$ cat config.mk
export PLATFORM = sky130hd
export DESIGN_NAME = pcs_arith
export DESIGN_NICKNAME = d
export VERILOG_FILES = /design/src/rtl/prime_count_sum_sieve_defines.svh /design/src/rtl/pcs_pkg.sv /design/src/rtl/pcs_arith.sv
export SDC_FILE = /design/constraint.sdc
export NUM_CORES = 1
export LEC_CHECK = 0
export ABC_AREA = 1
export BUFFER_PORTS_ARGS = -buffer_cell sky130_fd_sc_hd__buf_2
export CORE_ASPECT_RATIO = 0.6
export CORE_MARGIN = 2
export CORE_UTILIZATION = 55
export DETAILED_ROUTE_END_ITERATION = 10
export HOLD_SLACK_MARGIN = 0.02
export PLACE_DENSITY = 0.74
export SYNTH_ARGS = -nofsm -noshare
export SYNTH_HDL_FRONTEND = slang
export SYNTH_SLANG_ARGS = --single-unit
$ cat constraint.sdc
create_clock -name aclk -period 6.44 [get_ports aclk]
set_input_delay 0.644 -clock aclk [delete_from_list [all_inputs] [get_ports aclk]]
set_output_delay 0.644 -clock aclk [all_outputs]
set_load 0.005 [all_outputs]
$ cat src/rtl/prime_count_sum_sieve_defines.svh
// Assertion macros for the prime counting sieve
`ifndef PRIME_COUNT_SUM_SIEVE_DEFINES_SVH
`define PRIME_COUNT_SUM_SIEVE_DEFINES_SVH

// Same-cycle implication, clocked on aclk, off during reset
`define PCS_CHECK(lbl, ante, cons) \
    lbl: assert property (@(posedge aclk) disable iff (!aresetn) (ante) |-> (cons)) \
        else $error("pcs check failed");

// Next-cycle implication, clocked on aclk, off during reset
`define PCS_CHECK_NEXT(lbl, ante, cons) \
    lbl: assert property (@(posedge aclk) disable iff (!aresetn) (ante) |=> (cons)) \
        else $error("pcs next-cycle check failed");

`endif

$ cat src/rtl/pcs_pkg.sv
package pcs_pkg;

    localparam int unsigned MAX_ROOT = 1024;
    localparam int unsigned DEPTH    = 2 * MAX_ROOT;
    localparam int unsigned ADDR_W   = $clog2(DEPTH);
    localparam int unsigned SIZE_W   = ADDR_W + 1;
    localparam int unsigned ROOT_W   = $clog2(MAX_ROOT) + 1;
    localparam int unsigned VAL_W    = 21;
    localparam int unsigned SUM_W    = 30;
    localparam int unsigned STEP_W   = $clog2(VAL_W);

    localparam logic [VAL_W-1:0] LIMIT_CAP = VAL_W'(MAX_ROOT * (MAX_ROOT + 2));
    localparam logic [SUM_W-1:0] SUM_MOD   = 30'd715827883;

    localparam logic CMD_BUILD = 1'b0;
    localparam logic CMD_QUERY = 1'b1;

    typedef enum logic [1:0] {
        STATUS_OK      = 2'd0,
        STATUS_UNBUILT = 2'd1,
        STATUS_RANGE   = 2'd2
    } status_t;

    typedef enum logic {
        ARITH_DIV    = 1'b0,
        ARITH_MODMUL = 1'b1
    } arith_op_t;

    typedef struct packed {
        logic      start;
        arith_op_t op;
    } arith_cmd_t;

    typedef struct packed {
        logic busy;
        logic done;
    } arith_stat_t;

    function automatic logic [SUM_W-1:0] sub_mod(input logic [SUM_W-1:0] a,
                                                 input logic [SUM_W-1:0] b);
        logic [SUM_W:0] t;
        if (a >= b) begin
            t = {1'b0, a} - {1'b0, b};
        end else begin
            t = {1'b0, a} + {1'b0, SUM_MOD} - {1'b0, b};
        end
        return t[SUM_W-1:0];
    endfunction

endpackage

$ cat src/rtl/pcs_arith.sv
module pcs_arith
    import pcs_pkg::*;
(
    input  logic              aclk,
    input  logic              aresetn,
    input  arith_cmd_t        cmd,
    input  logic [SUM_W-1:0]  opa,
    input  logic [VAL_W-1:0]  opb,
    output arith_stat_t       stat,
    output logic [SUM_W-1:0]  result
);

    logic              busy_reg, busy_next;
    logic              done_reg, done_next;
    arith_op_t         op_reg;
    logic [STEP_W-1:0] step_reg;
    logic [VAL_W:0]    rem_reg;
    logic [VAL_W-1:0]  quo_reg;
    logic [VAL_W-1:0]  div_reg;
    logic [SUM_W-1:0]  x_reg;
    logic [VAL_W-1:0]  y_reg;
    logic [SUM_W-1:0]  acc_reg;

    logic              load;
    logic [VAL_W:0]    rem_sh;
    logic              fits;
    logic [VAL_W:0]    rem_new;
    logic [SUM_W:0]    dbl;
    logic [SUM_W:0]    dbl_red;
    logic [SUM_W:0]    sum_raw;
    logic [SUM_W-1:0]  acc_new;

    assign load = cmd.start && !busy_reg;

    always_comb begin
        rem_sh  = {rem_reg[VAL_W-1:0], quo_reg[VAL_W-1]};
        fits    = rem_sh >= {1'b0, div_reg};
        rem_new = fits ? (rem_sh - {1'b0, div_reg}) : rem_sh;

        dbl     = {acc_reg, 1'b0};
        dbl_red = (dbl >= {1'b0, SUM_MOD}) ? (dbl - {1'b0, SUM_MOD}) : dbl;
        sum_raw = dbl_red + (y_reg[VAL_W-1] ? {1'b0, x_reg} : '0);
        acc_new = (sum_raw >= {1'b0, SUM_MOD}) ? SUM_W'(sum_raw - {1'b0, SUM_MOD})
                                               : sum_raw[SUM_W-1:0];
    end

    always_comb begin
        busy_next = busy_reg;
        done_next = 1'b0;
        if (load) begin
            busy_next = 1'b1;
        end else if (busy_reg && step_reg == '0) begin
            busy_next = 1'b0;
            done_next = 1'b1;
        end
    end

    always_ff @(posedge aclk) begin
        if (!aresetn) begin
            busy_reg <= 1'b0;
            done_reg <= 1'b0;
        end else begin
            busy_reg <= busy_next;
            done_reg <= done_next;
        end
    end

    always_ff @(posedge aclk) begin
        if (load) begin
            op_reg   <= cmd.op;
            step_reg <= STEP_W'(VAL_W - 1);
            rem_reg  <= '0;
            quo_reg  <= opa[VAL_W-1:0];
            div_reg  <= opb;
            x_reg    <= opa;
            y_reg    <= opb;
            acc_reg  <= '0;
        end else if (busy_reg) begin
            step_reg <= step_reg - 1'b1;
            if (op_reg == ARITH_DIV) begin
                rem_reg <= rem_new;
                quo_reg <= {quo_reg[VAL_W-2:0], fits};
            end else begin
                acc_reg <= acc_new;
                y_reg   <= {y_reg[VAL_W-2:0], 1'b0};
            end
        end
    end

    assign stat.busy = busy_reg;
    assign stat.done = done_reg;
    assign result    = (op_reg == ARITH_DIV) ? {{(SUM_W-VAL_W){1'b0}}, quo_reg} : acc_reg;

endmodule

==> out/metrics.csv, run 1 <==
metric;value;unit
yosys_register_bits;152;
avgSynthCellArea;6.364;um^2
cp.depth;29;
grt_max_degree;72;
critPathRequiredTime;6.77;ns
finalPower;6.855;mW
synth.top_cells.by_count;758 x nand2_1, 294 x inv_1, 128 x nor2_1;
clock_latency;0.44;ns
grt_pass1_vias;11050;
yosys_warnings;0;
die_w;198.5;um
finalHoldWorstSlack;0.3750;ns
cts_setup_buffers;0;
leakagePower;7.231;nW
worstSetupStartpoint;acc_reg[22];
first_pass_iters;5;
drc;0;
synth_cell_type_count;52;
use_met2;0.4399;
core;0.02218;mm^2
crit_slowest_cell;dfxtp_1;
clock-skew-final;0.008504;ns
via_per_inst;5.332;
grt_pass1_wl;59200;um
yosysSeqAreaShare;0.3192;
wirelength;37910;um
slew_violations;0;
max_stage_delay;0.47;ns
initial_core_util;0.5628;
setup_tns;0;ns
clk_pin_slew;0.07;ns
grt_use_total;0.3228;
drtIter0Drc;1327;
antennaDiodeCount;0;
fin_cells;2349;
crit_path_start_kind;flop;
yosysTopAreaCell;nand2_1;
synth-async-reset-ratio;0;
synth.top_cell.area_share;0.2280;
antenna_found_initial;0;
r2r_cells;29;
relSlewSlack;0.3422;
cts_inserted_buffers;17;
finalNetCount;2139;
port_buffers;86;
setup_viol;0;
clk_path_buf_depth;2;
max_freq;184.4;MHz
use_met3;0.08647;
min_period_over_period;0.8423;
worst_slew_pin_slew;0.9856;ns
synth.most_common_cell;nand2_1;
synthCells;1961;
die_area;0.02395;mm^2
dp_cells;2317;
cp_top_family;simple AND/OR/NAND/NOR gates;
drive_above_1_share;0.1146;
finalHoldViolations;0;
syn2layout_area_growth;10.29;%
grt-busiest-layer;met1;
ys.flop_type;edfxtp_1;
wire_per_inst;16.14;um
cp.arrival;5.75;ns
cp-endpoint;acc_reg[15];
endpoint_kind;flop;
htree_levels;4;
syn_area;0.01248;mm^2
irDropWorstVdd;0.3322;mV
worst-path-buf-inv;4;
synth_area_leaders;nand2_1 23%, edfxtp_1 23%, dfxtp_1 9.3%, inv_1 8.8%, ha_1 5.4%;
rsz0062_at_grt;no;
gr-total-overflow;0;
p_per_area;498.0;mW/mm^2
crit_path_max_fanout;56;
cts.sinks;152;
cp_common_cell;nand2_1;
post_cts_resized;0;
cts_tree;done;
root_buffer;clkbuf_16;
place_hpwl;30120;um
ant_nets;0;
vias;12520;
min_path_type;in2reg;
gp_congestion;0.9936;
syn_nets;2072;
synth_edf_count;94;
fin_crit;5.424;ns
die_h;120.7;um
rrSetupSlack;1.02;ns
r2r_start;acc_reg[22];
io_pins;87;
status;complete, no violations;
timing.rr.end;acc_reg[15];
grtUsageMet1;0.4965;
cts_hold_buf;0;
rows;42;
cap_violations;0;
crit_type;reg2reg;
-- where the power goes --
group	switching, mW	internal (mW)
clock	0.443	0.622
combinational	3.05	1.35
sequential	0.184	1.21
total	3.67	3.18
-- worst min path at each step --
stage               depth (start not counted)   startpoint          end  slack (ns)
finish                                      1      opa[21]    x_reg[21]        0.37
global route                                1      opa[29]    x_reg[29]        0.36
CTS                                         1      opa[29]    x_reg[29]        0.35
detailed placement                          2  rem_reg[13]  rem_reg[13]        0.46
global placement                            2  rem_reg[20]  rem_reg[20]        0.46
floorplan                                   2  acc_reg[17]  acc_reg[17]        0.44
-- cells by family after synthesis --
kind of cell,Yosys count,share of synthesized area
flip-flops,152,0.3192
AND/OR/NAND/NOR,1114,0.3749
adder cells (fa/ha/maj),56,0.05734
AO/OA/AOI/OAI,213,0.09494
XOR/XNOR,49,0.03439
buffers and inverters,377,0.1192
-- worst register-to-register path, delay by kind of cell, from the launching register on --
kind / cells / cell delay (ns)
and+or+nand+nor: 23 / 3.59
buffers and inverters: 4 / 0.69
xor gates and xnor gates: 1 / 0.20
adders and majority gates: 1 / 0.37
DFF: 1 / 0.47
-- final cells by class --
type,count,area (um^2)
clock inverter,14,190.2
sequential,152,3984
inverter,328,1231
fill,2114,8412
clock buffer,18,429.2
tap,308,385.4
multi-input combinational,1432,7019
timing repair buffer,97,525.5
-- routing by layer --
layer / vias to the layer above / wire, um
met5: - / 0
met4: 0 / 722
met3: 53 / 4015
met2: 533 / 14390
met1: 5641 / 18790
li1: 6297 / -
-- per-stage QoR --
stage	setup WS, ns	cell area (um^2)	utilization
6_report	1.016	13760	0.6207
5_1_grt	0.5031	13760	0.6207
4_1_cts	1.274	13760	0.6207
3_5_place_dp	1.322	13150	0.5928
3_3_place_gp	1.353	13150	0.5928
2_1_floorplan	2.349	12480	-
-- layout by cell type (no fill, tap or decap), types with 3 or more instances in the layout --
cell	n
edfxtp_1	94
clkbuf_16	17
nor2_1	126
inv_1	294
a21oi_1	65
a31o_2	3
nand3b_1	3
clkinv_4	5
nand2_4	3
buf_2	86
nand2_1	758
a21o_1	3
nor2_2	18
and2_1	3
o21ai_0	103
bufinv_16	3
a31oi_1	5
nand2_2	25
o21ai_2	7
buf_4	10
o211ai_1	4
a21boi_0	3
nand3_2	8
xnor2_1	10
inv_8	3
o21bai_1	7
clkinv_1	4
dfxtp_1	58
xor2_1	39
a21oi_2	3
ha_1	54
nand3_1	114
nor3_1	15
nor2_4	4
nor4_1	3
nand4_1	24
inv_2	30
Power figures use the tool's default switching activity.
==> inputs of run 2 (changes only) <==
==> constraint.sdc (replaced) <==
create_clock -name aclk -period 5.6 [get_ports aclk]
set_input_delay 0.56 -clock aclk [delete_from_list [all_inputs] [get_ports aclk]]
set_output_delay 0.56 -clock aclk [all_outputs]
set_load 0.005 [all_outputs]
==> out/metrics.csv, run 2 (synthesized netlist as in run 1, its figures left out) <==
metric;value;unit;change
cp.arrival;5.56;ns;-0.19 ns
status;complete, no violations;;
cp_common_cell;nand2_1;;
place_area;0.01318;mm^2;+0.29%
crit_path_max_fanout;56;;unchanged
die_w;198.5;um;unchanged
clock_latency;0.45;ns;about the same
use_met2;0.4531;;+0.01316
grt_max_degree;68;;-5.6%
core;0.02218;mm^2;unchanged
cts_inserted_buffers;17;;unchanged
cts_hold_buf;0;;unchanged
critPathRequiredTime;5.98;ns;-0.79 ns
drtIter0Drc;1474;;+11%
dp_cells;2322;;+0.22%
root_buffer;clkbuf_16;;
grt-busiest-layer;met1;;
crit_path_start_kind;flop;;
drive_above_1_share;0.1202;;+0.005526
layout_common_cells;757 x nand2_1, 293 x inv_1, 125 x nor2_1;;
syn2layout_area_growth;10.66;%;
setup_viol;0;;unchanged
use_met3;0.09596;;+0.009484
io_pins;87;;unchanged
grt_pass1_vias;11100;;+0.37%
finalHoldViolations;0;;unchanged
initial_core_util;0.5628;;unchanged
clk_pin_slew;0.07;ns;about the same
via_per_inst;5.371;;+0.74%
p_per_area;574.1;mW/mm^2;+15%
fin_cells;2355;;+0.26%
ant_nets;0;;unchanged
irDropWorstVdd;0.4436;mV;+34%
fin_crit;5.181;ns;-0.2430 ns
cts_tree;done;;
grt_use_total;0.3381;;+0.01530
gp_congestion;0.9811;;-1.3%
worst-path-buf-inv;7;;+3
first_pass_iters;6;;+1
relSlewSlack;0.3203;;-0.02193
final_area;0.01381;mm^2;+0.34%
worst_slack;0.4188;ns;-0.5970 ns
grtUsageMet1;0.5276;;+0.03116
cp_top_family;simple AND/OR/NAND/NOR gates;;
port_buffers;86;;unchanged
gr-total-overflow;0;;unchanged
max_stage_delay;0.43;ns;-0.04 ns
leakagePower;7.250;nW;+0.27%
antennaDiodeCount;0;;unchanged
drc;0;;unchanged
endpoint_kind;flop;;
grt_pass1_wl;61220;um;+3.4%
die_area;0.02395;mm^2;unchanged
wirelength;39120;um;+3.2%
finalHoldWorstSlack;0.2773;ns;-0.09762 ns
cts.sinks;152;;unchanged
htree_levels;4;;unchanged
rows;42;;unchanged
pre_cts_ws;0.2407;ns;-1.082 ns
setup_tns;0;ns;unchanged
worst_slew_pin_slew;1.018;ns;+0.03286 ns
finalNetCount;2145;;+0.28%
clk_path_buf_depth;2;;unchanged
die_h;120.7;um;unchanged
antenna_found_initial;0;;unchanged
max_freq;193.0;MHz;+4.7%
layout_commonest_cell;nand2_1;;
cap_violations;0;;unchanged
min_period_over_period;0.9252;;+0.08295
place_hpwl;31660;um;+5.1%
crit_slowest_cell;dfxtp_1;;
crit_type;reg2reg;;
wire_per_inst;16.61;um;+2.9%
clock-skew-final;0.01293;ns;+0.004422 ns
vias;12650;;+1.0%
min_path_type;in2reg;;
slew_violations;0;;unchanged
run 2: cell types whose count changed in the layout (fill, tap and decap cells not counted), sizes merged:
cell,before,now
clkinvlp,0,4
bufinv,3,1
buf,97,103
clkinv,10,7
inv,329,330
run 2: what timing repair did:
action / in CTS / in global routing
setup endpoints to repair: 0 / 30
buffers inserted: 0 / 1
gates resized for setup: 0 / 9
run 2: cell type report:
| cell class | count | area, um^2 |
|---|---|---|
| flip-flops and latches | 152 | 3985 |
| repair buffers | 103 | 570.5 |
| multi-input cells | 1432 | 7041 |
| fillers | 2129 | 8366 |
| clock buffers | 18 | 439.2 |
| well taps | 308 | 385.4 |
| clock inverters | 14 | 155.1 |
| inverters | 328 | 1235 |
run 2: stage by stage:
stage | util | power [mW]
CTS | 0.6212 | 7.791
global placement | 0.5944 | 6.543
floorplan | - | 5.394
finish | 0.6228 | 7.929
detailed placement | 0.5944 | 6.597
global route | 0.6228 | 8.600
run 2: report_power, final:
part	switching, mW	leakage, nW	total [mW]	internal, mW
Combinational	3.59	5.58	5.16	1.57
Clock	0.538	0.283	1.18	0.642
Sequential	0.195	1.38	1.59	1.39
run 2: routing by layer:
| layer | part of all wire | vias to the layer above |
|---|---|---|
| met5 | 0 | - |
| met3 | 0.12 | 40 |
| met2 | 0.37 | 590 |
| li1 | - | 6315 |
| met1 | 0.49 | 5704 |
| met4 | 0.014 | 0 |
run 2: worst register-to-register path, delay by kind of cell, from the launching register on:
family          cells  cell delay (ns)
compound gates      1             0.06
xor+xnor            1             0.20
fa+ha+maj           1             0.37
buf+inv             7             0.85
flops               1             0.43
simple gates       24             3.18
run 2: path summary, 6_finish.rpt:
path                             startpoint     endpoint  slack (ns)  cells past startpoint
worst max-delay path             acc_reg[8]  acc_reg[10]        0.42                     34
worst min-delay path                opa[25]    x_reg[25]        0.28                      1
worst max register to register   acc_reg[8]  acc_reg[10]        0.42                     34
worst min register to register  rem_reg[20]  rem_reg[20]        0.47                      2
==> inputs of run 3 (changes only) <==
--- a/config.mk
+++ b/config.mk
@@ -9,10 +9,10 @@
 export BUFFER_PORTS_ARGS = -buffer_cell sky130_fd_sc_hd__buf_2
 export CORE_ASPECT_RATIO = 0.6
 export CORE_MARGIN = 2
-export CORE_UTILIZATION = 55
+export CORE_UTILIZATION = 40
 export DETAILED_ROUTE_END_ITERATION = 10
 export HOLD_SLACK_MARGIN = 0.02
-export PLACE_DENSITY = 0.74
 export SYNTH_ARGS = -nofsm -noshare
 export SYNTH_HDL_FRONTEND = slang
 export SYNTH_SLANG_ARGS = --single-unit
+export TNS_END_PERCENT = 10
==> constraint.sdc (replaced) <==
create_clock -name aclk -period 5.8 [get_ports aclk]
set_input_delay 0.58 -clock aclk [delete_from_list [all_inputs] [get_ports aclk]]
set_output_delay 0.58 -clock aclk [all_outputs]
set_load 0.005 [all_outputs]
==> out/metrics.csv, run 3 (synthesized netlist as in run 1, its figures left out) <==
metric;value;unit;change
grt_pass1_wl;61960;um;+1.2%
ant_nets;0;;unchanged
p_int;3.508;mW;-2.8%
place_area;0.01332;mm^2;+1.0%
clk_path_buf_depth;2;;unchanged
irDropWorstVdd;0.4191;mV;-5.5%
wirelength;39580;um;+1.2%
io_pins;87;;unchanged
min_path_type;in2reg;;
status;complete, no violations;;
antennaDiodeCount;0;;unchanged
vias;12330;;-2.6%
cp.arrival;5.74;ns;+0.18 ns
core;0.03097;mm^2;+40%
timing.rr.end;acc_reg[11];;
grt_max_degree;60;;-12%
min_path_cells;1;;unchanged
crit_slowest_cell;dfxtp_1;;
via_per_inst;5.004;;-6.8%
pre_cts_ws;0.5232;ns;+0.2824 ns
endpoint_kind;flop;;
max_freq;185.2;MHz;-4.1%
setup_tns;0;ns;unchanged
r2r_cells;32;;-5.9%
drive_above_1_share;0.1192;;-0.0009770
syn2layout_area_growth;11.65;%;
drtIter0Drc;1241;;-16%
worst-path-buf-inv;7;;unchanged
cts_tree;done;;
crit_type;reg2reg;;
finalHoldViolations;0;;unchanged
worst_slew_pin_slew;0.8882;ns;-0.1303 ns
holdPathEnd;x_reg[28];;
cts.sinks;152;;unchanged
fin_crit;5.400;ns;+0.2190 ns
final_area;0.01393;mm^2;+0.90%
cp_top_family;simple AND/OR/NAND/NOR gates;;
gr-total-overflow;0;;unchanged
met1Wirelength;20780;um;+8.0%
drc;0;;unchanged
crit_path_start_kind;flop;;
layout_common_cells;757 x nand2_1, 293 x inv_1, 126 x nor2_1;;
die_h;140.8;um;+17%
cts_hold_buf;0;;unchanged
finalNetCount;2145;;unchanged
wl_met3;3878;um;-17%
cp_common_cell;nand2_1;;
relSlewSlack;0.4072;;+0.08694
clock-skew-final;0.01230;ns;-0.0006222 ns
critPathRequiredTime;6.14;ns;+0.16 ns
fin_cells;2463;;+4.6%
dp_cells;2430;;+4.7%
die_area;0.03268;mm^2;+36%
cts_inserted_buffers;17;;unchanged
switching_share;0.5423;;-0.002652
gp_congestion;0.9450;;-3.7%
layout_commonest_cell;nand2_1;;
first_pass_iters;6;;unchanged
p_switching;4.156;mW;-3.8%
antenna_found_initial;0;;unchanged
clock_latency;0.45;ns;about the same
place_hpwl;32240;um;+1.8%
clk_pin_slew;0.07;ns;about the same
sequentialPowerShare;0.201;;about the same
grt_pass1_vias;11060;;-0.34%
top_layer;met4;;
crit_path_max_fanout;56;;unchanged
min_period_over_period;0.9311;;+0.005851
p_clk_frac;0.151;;+0.002
rrSetupSlack;0.40;ns;-0.02 ns
rows;50;;+19%
rsz0062_at_grt;no;;
port_buffers;86;;unchanged
finalPower;7.663;mW;-3.4%
leakagePower;7.245;nW;about the same
htree_levels;4;;unchanged
grt_use_total;0.2473;;-0.09085
r2r_start;acc_reg[22];;
cap_violations;0;;unchanged
root_buffer;clkbuf_16;;
worst_slack;0.3999;ns;-0.01898 ns
finalHoldWorstSlack;0.3010;ns;+0.02367 ns
finalCoreUtilization;0.4500;;-0.1728
setup_viol;0;;unchanged
die_w;232.0;um;+17%
wl_met2;14390;um;-1.7%
initial_core_util;0.4030;;-0.1598
slew_violations;0;;unchanged
wire_per_inst;16.07;um;-3.3%
p_per_area;549.9;mW/mm^2;-4.2%
max_stage_delay;0.47;ns;+0.04 ns
worstHoldStart;opa[28];;
combPwrFrac;0.648;;-0.003
run 3: what timing repair did:
item                                    CTS  global route
endpoints found under the setup margin    0            30
resized for setup                         0             3
buffers inserted                          0             1
run 3: per-layer routing:
layer	vias up	GRT usage
met3	29	0.06695
met2	421	0.3191
met5	-	0
met4	0	0.05601
met1	5580	0.3942
li1	6296	-
run 3: how the worst max path moves through the flow:
stage,startpoint,to,slack (ns),cells after the start
final,acc_reg[22],acc_reg[11],0.40,32
after global routing,acc_reg[22],acc_reg[10],0.03,33
after CTS,acc_reg[22],acc_reg[11],0.46,31
after detailed placement,acc_reg[22],acc_reg[11],0.52,31
after global placement,acc_reg[1],acc_reg[4],0.41,31
after floorplan,acc_reg[22],acc_reg[4],1.71,36
run 3: power by group through the flow:
stage	registers, mW	logic, mW	clock network [mW]
2_1_floorplan	1.47	3.74	0
3_3_place_gp	1.56	4.82	0
3_5_place_dp	1.56	4.84	0
4_1_cts	1.54	4.88	1.17
5_1_grt	1.57	5.56	1.22
6_report	1.54	4.96	1.16
run 3: layout make-up:
| class | count | area, um^2 |
|---|---|---|
| fillers | 3297 | 17030 |
| multi-input cells | 1432 | 7027 |
| flip-flops and latches | 152 | 3984 |
| inverters | 328 | 1235 |
| repair buffers | 103 | 570.5 |
| well taps | 416 | 520.5 |
| clock buffers | 18 | 439.2 |
| clock inverters | 14 | 158.9 |
